### config.mk
export PLATFORM = sky130hd
export DESIGN_NAME = arf_front
export DESIGN_NICKNAME = d
export VERILOG_FILES = /design/src/rtl/arf_pkg.sv /design/src/rtl/arf_front.sv
export SDC_FILE = /design/constraint.sdc
export NUM_CORES = 1
export LEC_CHECK = 0
export ABC_AREA = 1
export BUFFER_PORTS_ARGS = -buffer_cell sky130_fd_sc_hd__buf_2
export CORE_ASPECT_RATIO = 0.6
export CORE_MARGIN = 5
export CORE_UTILIZATION = 52
export CTS_CLUSTER_DIAMETER = 60
export DETAILED_ROUTE_END_ITERATION = 16
export GPL_TIMING_DRIVEN = 0
export PLACE_DENSITY = 0.75
export SYNTH_ARGS = -nofsm -noshare
export SYNTH_HDL_FRONTEND = slang
export SYNTH_SLANG_ARGS = --single-unit
### constraint.sdc
create_clock -name clk -period 2.2 [get_ports clk]
set_input_delay 0.22 -clock clk [delete_from_list [all_inputs] [get_ports clk]]
set_output_delay 0.22 -clock clk [all_outputs]
set_load 0.005 [all_outputs]
### src/rtl/arf_pkg.sv
package arf_pkg;

    localparam int MAX_LEN_DEF         = 1024;
    localparam int RESIDUAL_BITS_DEF   = 24;
    localparam int OMEGA_FRAC_BITS_DEF = 16;

    localparam int ACC_BITS     = 64;
    localparam int COUNT_BITS   = 16;
    localparam int CAP_SHIFT    = 40;
    localparam int WS_BITS      = 42;
    localparam int QUEUE_DEPTH  = 4;
    localparam int CFG_IDX_BITS = 2;

    typedef enum logic [1:0] {
        KIND_ELEM,
        KIND_LAST,
        KIND_CLEAR
    } kind_t;

    typedef enum logic [1:0] {
        REG_OMEGA_INITIAL = 2'd0,
        REG_OMEGA_MIN     = 2'd1,
        REG_OMEGA_MAX     = 2'd2,
        REG_DESCENT_LIMIT = 2'd3
    } cfg_reg_t;

    typedef enum logic [3:0] {
        ST_IDLE,
        ST_READ,
        ST_ACC,
        ST_FIN,
        ST_MUL_LO,
        ST_MUL_HI,
        ST_DIV,
        ST_QUOT,
        ST_CLAMP,
        ST_DONE
    } state_t;

endpackage

### src/rtl/arf_front.sv
module arf_front #(
    parameter int RESIDUAL_BITS = arf_pkg::RESIDUAL_BITS_DEF
) (
    input  logic                     clk,
    input  logic                     rst_n,
    input  logic                     item_valid,
    output logic                     item_ready,
    input  logic                     action,
    input  logic [RESIDUAL_BITS-1:0] residual,
    input  logic                     last,
    output logic                     q_valid,
    output arf_pkg::kind_t           q_kind,
    output logic [RESIDUAL_BITS-1:0] q_residual,
    input  logic                     q_pop
);

    localparam int DEPTH    = arf_pkg::QUEUE_DEPTH;
    localparam int PTR_BITS = $clog2(DEPTH);
    localparam int CNT_BITS = $clog2(DEPTH + 1);

    arf_pkg::kind_t           kind_mem [DEPTH];
    logic [RESIDUAL_BITS-1:0] res_mem  [DEPTH];

    logic [PTR_BITS-1:0] wr_ptr_reg, wr_ptr_next;
    logic [PTR_BITS-1:0] rd_ptr_reg, rd_ptr_next;
    logic [CNT_BITS-1:0] count_reg, count_next;
    arf_pkg::kind_t      kind_in;
    logic                push;
    logic                pop;

    always_comb
    begin
        case ({action, last})
            2'b00:   kind_in = arf_pkg::KIND_ELEM;
            2'b01:   kind_in = arf_pkg::KIND_LAST;
            default: kind_in = arf_pkg::KIND_CLEAR;
        endcase
    end

    assign item_ready = (count_reg != CNT_BITS'(DEPTH));
    assign push       = item_valid && item_ready;
    assign q_valid    = (count_reg != '0);
    assign pop        = q_pop && q_valid;
    assign q_kind     = kind_mem[rd_ptr_reg];
    assign q_residual = res_mem[rd_ptr_reg];

    always_comb
    begin
        wr_ptr_next = push ? wr_ptr_reg + 1'b1 : wr_ptr_reg;
        rd_ptr_next = pop ? rd_ptr_reg + 1'b1 : rd_ptr_reg;
        count_next  = count_reg;
        if (push && !pop)
        begin
            count_next = count_reg + 1'b1;
        end
        else if (pop && !push)
        begin
            count_next = count_reg - 1'b1;
        end
    end

    always_ff @(posedge clk or negedge rst_n)
    begin
        if (!rst_n)
        begin
            wr_ptr_reg <= '0;
            rd_ptr_reg <= '0;
            count_reg  <= '0;
        end
        else
        begin
            wr_ptr_reg <= wr_ptr_next;
            rd_ptr_reg <= rd_ptr_next;
            count_reg  <= count_next;
        end
    end

    always_ff @(posedge clk)
    begin
        if (push)
        begin
            kind_mem[wr_ptr_reg] <= kind_in;
            res_mem[wr_ptr_reg]  <= residual;
        end
    end

endmodule

# [Yosys cells after proc, flatten, opt, wreduce, memory -nomap -nowiden]
# Memory sizes are Yosys's and may differ from the RTL's.
# Cells that the tools add are included.
[op_classes] add_sub_neg=4 n_eq_ne=2 muxes=5 reduce_logical=9
[ops] op="2-to-1 mux 3 bit" n=2
[ops] op="adder 2 x 1 -> 2 bit, second input constant" n=2
[ops] op="logical AND 1 bit" n=4
[ops] op="one-hot mux 2 bit (2 select lines)" n=1
[ops] op="adder 3 x 1 -> 3 bit, second input constant" n=1
[ops] op="!= test 3 bit, second input constant" n=1
[ops] op="nonzero test 3 bit" n=1
[ops] op="subtractor 3 x 1 -> 3 bit, second input constant" n=1
[ops] op="== test 2 x 1 -> 1 bit, second input constant" n=1
[ops] op="zero test 1 bit" n=2
[ops] op="zero test 2 bit" n=1
[ops] op="2-to-1 mux 1 bit" n=2
[ops] op="nonzero test 2 bit" n=1
[totals] register_bits=7 mem_bits_rw=104 in_bits=30 out_inout_bits=28 wordCells=25 mem_count=2
[mem_list] name="res_mem" depth=4 width=24 rd=1 rd_ports_with_merged_regs=0 write_ports=1 line="arf_front.sv:22" text="logic [RESIDUAL_BITS-1:0] res_mem [DEPTH];"
[mem_list] name="kind_mem" depth=4 width=2 rd=1 rd_ports_with_merged_regs=0 write_ports=1 line="arf_front.sv:21" text="arf_pkg::kind_t kind_mem [DEPTH];"

# [Longest topological paths before layout]
# Gate-level depths: netlist of the first run.
[logic_depth] ltp_word=6 depth_mapped=12 mapped_depth_nobuf=12

# [Worst setup path before layout of the first run]
# Ideal clock, no wire load.
[synth_timing] path_type="register -> register" from="reg count_reg[0]" to="mem kind_mem[0][0] (netlist name) (enable)" setup_ns=0.409 t_arrival_ns=1.868 required_time_ns=1.791 path_slack_ns=-0.077 stages_incl_launch_ff=5 path_buffers=0 period_less_slack_ns=2.277 path_cell_list="dfrtp_1 > inv_2 > nand3_1 > nand2_1 > nor2_1"
[synth_between] elab_chain_len=4
[synth_lines] element="start: declaration" line="arf_front.sv:26" text="logic [CNT_BITS-1:0] count_reg, count_next;"
[synth_lines] element="start signal: assignment" line="arf_front.sv:74" text="count_reg <= count_next;"
[synth_lines] element="!= test 3 bit" line="arf_front.sv:40" text="assign item_ready = (count_reg != CNT_BITS'(DEPTH));"
[synth_lines] element="named net item_ready" line="arf_front.sv:7" text="output logic item_ready,"
[synth_lines] element="logical AND 1 bit" line="arf_front.sv:41" text="assign push = item_valid && item_ready;"
[synth_lines] element="2-to-1 mux 1 bit" line="arf_front.sv:80" text="if (push)"
[synth_lines] element="2-to-1 mux 1 bit (implied by the code)" line="arf_front.sv:82" text="kind_mem[wr_ptr_reg] <= kind_in;"
[synth_lines] element="end: declaration" line="arf_front.sv:21"
# The timed path passes the listed nets, and every way through them passes these cells.

# [Final worst setup path of the first run]
[layout_timing] from="reg count_reg[0]" to="reg count_reg[2]"
[layout_between] elab_chain_len=5 elab_cells_between_ends=13 cone_classes="add/sub (2); eq/ne (1); mux (2); reduce/logical (8)"
[layout_lines] element="!= test 3 bit *" line="arf_front.sv:40"
[layout_lines] element="logical AND 1 bit *" line="arf_front.sv:41"
[layout_lines] element="named net push" line="arf_front.sv:28" text="logic push;"
[layout_lines] element="zero test 1 bit" line="arf_front.sv:56" text="else if (pop && !push)"
[layout_lines] element="logical AND 1 bit" line="arf_front.sv:56"
[layout_lines] element="nonzero test 2 bit (no source line)"
# The timed path passes the listed nets; every way through them passes the cells marked *. The select of a mux whose other input is x is not followed.
# A chain may end at the register's enable or synchronous reset.

==> flow_summary.toml, run 1 <==
[status]
status = "finished clean"

[detailed_routing]
wl_um = 9440
drt_iter0_markers = 149
antenna_left = 0
vias = 2824
first_pass_iters = 4
remaining_drc_errors = 0
vias_per_cell = 4.95
routedWlPerCell_um = 16.5

[timing]
period_share_pct = 89.1
slew_headroom_pct = 42.6
max_freq_mhz = 510
tightest_slew_ns = 0.859
setup_viol = 0
fin_skew_ns = 0.00631
hold_viol_final = 0
whs_ns = 0.0920
fin_crit_ns = 1.96
slew_violations = 0
rsz0062_at_grt = "false"

[place]
place_hpwl_um = 6490
port_buffers = 57
dp.cells = 554
routabilityCongestion = 0.764

[pwr]
switching_share_pct = 35.5
comb_power_share_pct = 40.3
p_seq_share_pct = 39.0
ir_drop_uv = 647
power.density_nw_per_um2 = 1330
p_leak_nw = 2.42
p_sw_mw = 2.69
pwr-share-clk_pct = 20.7
p_int_mw = 4.88

[floorplan]
die_h_um = 85.2
coreArea_sq_um = 9190
dieWidth_um = 135
dieArea_sq_um = 11500
rows = 27
pin_count = 58
start_util_pct = 53.3

[clocking]
cts_made_buffers = 9
cts_num_sinks = 111
htreeDepth = 3
cts_tree = "built"
cts.clk_slew.worst_paths_ns = 0.07
clockBufferDepth = 2
root_buffer = "clkbuf_16"
clk_latency_ns = 0.34

[global_routing]
track_usage_pct = 17.7
first_global_vias = 2999
antenna_found_initial = 1
grt_max_degree = 27
grt_pass1_wl_um = 15300
grt_overflow = 0

[worst_setup_path]
cpMostUsedCell = "nand2_1"
cp.arrival_ns = 2.20
cp-start-kind = "flop"
path_max_fanout = 7
cpMaxStageDelayCell = "dfrtp_1"
cp.required_ns = 2.43
crit_chain = "inv_2 -> nand3_1 -> nand2_2 -> inv_2 -> ha_1 -> inv_1 -> fa_1 -> nand2_1 -> nand3_1 -> nand2_1 -> nand2_1"
max_stage_delay_ns = 0.43
worst_setup_path_end_kind = "flop"
worstSetupPathType = "flop to flop"
r2r-start = "count_reg[0]"
reg2regPathDepth = 11
crit_path_start = "count_reg[0]"

[hold_path]
hold_path.class = "input port to flop"
min_path_cells = 1
hp-start = "residual[8]"

[cells_and_area]
fin_cells = 571
area_delta_synth_final_pct = 16.7
multi_input_area_sq_um = 1180
diodes = 0
nets = 472
drive_gt1_share_pct = 33.6
n_fill_cell = 738
seq_area_sq_um = 3300
largest_reg_flops = 96

[yosys]
synthTopCellsByArea = "edfxtp_1 (64%), o211ai_2 (13%), nand2_1 (7.3%), inv_1 (4.9%), dfrtp_1 (3.6%)"
yosysSeqAreaShare_pct = 67.4
synthDominantCellAreaShare_pct = 63.8
synth-edff-count = 104
ys_ff_latch = 111
yosys-top-cells-count = "edfxtp_1 (104), nand2_1 (95), inv_1 (64)"
avgSynthCellArea_sq_um = 13.4
ys_types = 21
synthMostInstantiatedCell = "edfxtp_1"
synthArstFlopShare_pct = 6.31
netlist_instances = 365
ys_warn_count = 0
synth.net_count = 401
netlist_area_sq_um = 4890
yosysTopAreaCell = "edfxtp_1"
synthFlopType = "edfxtp_1"

[job]
max_cap_viol_count = 0
path summary, 6_finish.rpt:
kind                                      end  slack [ns]
min in group asynchronous       wr_ptr_reg[1]        0.24
worst max register to register   count_reg[2]        0.24
worst min register to register  rd_ptr_reg[0]        0.55
worst max-delay path             count_reg[2]        0.24
max in group asynchronous        count_reg[1]        1.79
worst min-delay path            res_mem[0][8]        0.09
per-layer routing:
layer / share of wire [%] / GRT usage [%] / vias up
met5: 0.14 / 0 / -
met4: 1.5 / 4.48 / 2
met3: 5.4 / 5.86 / 15
met2: 50 / 30.1 / 64
met1: 43 / 22.0 / 1357
li1: - / - / 1386
worst max-delay path, delay by kind of cell (launching register included):
family	cells	cell delay, ns
flops	1	0.43
buf+inv	3	0.21
simple gates	6	0.67
fa+ha+maj	2	0.54
cell usage in the layout (no fill, tap or decap), drive strengths merged:
master	n
clkinvlp	1
edfxtp	104
nand4	1
bufinv	1
dlygate4sd3	1
dfrtp	7
clkbuf	10
nand3	7
clkinv	5
inv	69
o21ai	1
nor2	5
fa	1
o211ai	52
ha	5
nand2	95
xnor2	1
buf	75
cell families (layout without fill, tap and decap cells):
kind of cell / count (synthesis) / in the layout / synth area share (%)
adder cells (fa/ha/maj): 6 / 6 / 1.69
AO/OA/AOI/OAI: 53 / 53 / 13.1
flip-flops: 111 / 111 / 67.4
AND/OR/NAND/NOR: 108 / 108 / 8.51
XOR/XNOR: 1 / 1 / 0.179
buffers and inverters: 86 / 162 / 9.15
through the flow:
| step | power, mW | TNS [ns] | utilization (%) | setup slack [ns] | instance area, sq um |
|---|---|---|---|---|---|
| finish | 7.57 | 0 | 62.2 | 0.239 | 5710 |
| CTS | 7.67 | 0 | 62.1 | 0.104 | 5710 |
| global placement | 5.91 | -92.29 | 58.1 | -0.934 | 5340 |
| global route | 8.06 | 0 | 62.2 | 0.0869 | 5710 |
| detailed placement | 6.10 | 0 | 58.8 | 0.0172 | 5410 |
| floorplan | 5.02 | -8.04 | - | -0.0773 | 4890 |
what timing repair did:
action	in CTS	in global routing
gates resized for setup	1	1
endpoints found under the hold margin	7	0
hold buffers	1	0
setup buffers	0	0
setup endpoints to repair	3	8
power by group through the flow:
stage | registers [mW] | clock network (mW) | logic [mW]
2_1_floorplan | 2.97 | 0 | 2.04
3_3_place_gp | 3.00 | 0 | 2.92
3_5_place_dp | 3.00 | 0 | 3.10
4_1_cts | 2.96 | 1.60 | 3.11
5_1_grt | 2.99 | 1.69 | 3.38
6_report | 2.96 | 1.56 | 3.05
layout make-up:
class | instances | share of cell area [%]
Buffer | 17 | 3.22
Clock buffer | 9 | 3.94
Clock inverter | 7 | 1.12
Inverter | 69 | 4.62
Multi-Input combinational cell | 168 | 20.6
Sequential cell | 111 | 57.7
Tap cell | 130 | 2.85
Timing Repair Buffer | 60 | 5.91
Note: power is estimated with default switching activity, not from simulation.
==> run 2, diff against run 1 <==
--- a/config.mk
+++ b/config.mk
@@ -8,12 +8,11 @@
 export ABC_AREA = 1
 export BUFFER_PORTS_ARGS = -buffer_cell sky130_fd_sc_hd__buf_2
 export CORE_ASPECT_RATIO = 0.6
-export CORE_MARGIN = 5
 export CORE_UTILIZATION = 52
 export CTS_CLUSTER_DIAMETER = 60
 export DETAILED_ROUTE_END_ITERATION = 16
 export GPL_TIMING_DRIVEN = 0
-export PLACE_DENSITY = 0.75
+export PLACE_DENSITY = 0.79
 export SYNTH_ARGS = -nofsm -noshare
 export SYNTH_HDL_FRONTEND = slang
 export SYNTH_SLANG_ARGS = --single-unit
==> flow_summary.toml, run 2 (synthesized netlist as in run 1, its figures left out) <==
[place]
routabilityCongestion = 0.774
placed_area_sq_um = 5390
port_buffers = 57
dp.cells = 549
place_hpwl_um = 6020

[clocking]
clk_latency_ns = 0.35
cts_num_sinks = 111
cts_setup_buffers = 0
clockBufferDepth = 2
htreeDepth = 3
cts.clk_slew.worst_paths_ns = 0.07
cts_tree = "built"
cts_made_buffers = 9
root_buffer = "clkbuf_16"

[status]
status = "finished clean"

[detailed_routing]
wl_um = 9290
antenna_left = 0
drt_iter0_markers = 172
remaining_drc_errors = 0
routedWlPerCell_um = 16.4
vias_per_cell = 4.95
vias = 2803
first_pass_iters = 5

[global_routing]
grt_overflow = 0
antenna_found_initial = 0
grt_max_degree = 27
grt_pass1_wl_um = 14700
first_global_vias = 2820
track_usage_pct = 20.9

[worst_setup_path]
cp.arrival_ns = 2.10
cp_num_cells = 5
cp-start-kind = "flop"
crit_buf_inv = 2
path_max_fanout = 15
rrSetupSlack_ns = 0.16
r2r-start = "count_reg[0]"
reg2regPathDepth = 5
cpMaxStageDelayCell = "nor2_2"
r2r-end = "kind_mem[2][0]"
crit_chain = "inv_2 -> nand3_1 -> nand2_2 -> nor2_2 -> buf_16"
cp.required_ns = 2.26
max_stage_delay_ns = 0.66
worstSetupPathType = "flop to flop"
worst_setup_path_end_kind = "flop"
endpoint = "kind_mem[2][0]"
crit_path_start = "count_reg[0]"
critPathTopFamily = "simple AND/OR/NAND/NOR gates"

[cells_and_area]
layout_commonest_cell = "edfxtp_1"
n_fill_cell = 658
area_delta_synth_final_pct = 17.5
multi_input_area_sq_um = 1180
diodes = 0
seq_area_sq_um = 3300
fin_cells = 566
layout_common_cells = "edfxtp_1 (104), nand2_1 (94), inv_1 (64)"
largest_reg_flops = 96
nets = 471
fin_area_sq_um = 5750
drive_gt1_share_pct = 33.9
fin_util_pct = 65.2

[timing]
max_freq_mhz = 490
rsz0062_at_grt = "false"
fin_skew_ns = 0.00673
tightest_slew_ns = 0.881
slew_headroom_pct = 41.1
fin_crit_ns = 2.04
setup_viol = 0
period_share_pct = 92.7
hold_viol_final = 0
slew_violations = 0

[floorplan]
start_util_pct = 55.5
rows = 26
dieArea_sq_um = 9820
coreArea_sq_um = 8820
dieWidth_um = 127
die_h_um = 77.2
pin_count = 58

[job]
max_cap_viol_count = 0

[pwr]
fin_total_pwr_mw = 7.84
p_leak_nw = 2.44
ir_drop_uv = 651
power.density_nw_per_um2 = 1360

[hold_path]
hold_path.class = "input port to flop"
[run 2: worst min path at each step]
stage                            start        endpoint  cells past startpoint
final                      residual[1]   res_mem[3][1]                      1
after global routing      residual[10]  res_mem[2][10]                      1
after CTS                 residual[18]  res_mem[1][18]                      1
after detailed placement         rst_n    count_reg[2]                      1
after global placement           rst_n    count_reg[2]                      1
after floorplan                  rst_n    count_reg[0]                      0
[run 2: layer usage]
layer | vias up | track usage, % | routed length [um]
met4 | 0 | 5.24 | 69
met2 | 63 | 33.9 | 4570
met5 | - | 0 | 0
li1 | 1388 | - | -
met1 | 1345 | 27.2 | 4210
met3 | 7 | 6.98 | 432
[run 2: layout make-up]
cell class                      count  share of cell area (%)
Tap cell                          126                    2.74
Clock inverter                      7                    2.11
Buffer                             17                    3.20
Clock buffer                        9                    3.92
Inverter                           69                    4.59
Sequential cell                   111                    57.4
Timing Repair Buffer               59                    5.61
Multi-Input combinational cell    168                    20.5
[run 2: report_power, final]
| group | switching, mW | total [mW] | leakage, nW | internal, mW |
|---|---|---|---|---|
| combinational | 1.84 | 3.04 | 1.23 | 1.21 |
| sequential | 0.156 | 2.95 | 1.04 | 2.80 |
| clock | 0.732 | 1.85 | 0.170 | 1.12 |
[run 2: stage by stage]
stage	hold slack [ns]	setup WS, ns	setup TNS, ns
finish	0.0815	0.160	0
global route	0.0705	0.0646	0
CTS	0.0743	0.0267	0
detailed placement	0.0686	0.0438	0
global placement	0.0637	-0.914	-91.67
floorplan	-0.0756	-0.0773	-8.04
[run 2: timing repair]
item / CTS / global route
setup endpoints to repair: 0 / 17
hold buffers: 1 / 0
resized for setup: 0 / 1
endpoints found under the hold margin: 7 / 0
[run 2: worst register-to-register path: cells and delay by family, from the launching register on]
family | cells | cell delay [ns]
DFF | 1 | 0.43
and+or+nand+nor | 3 | 1.03
buffers and inverters | 2 | 0.29
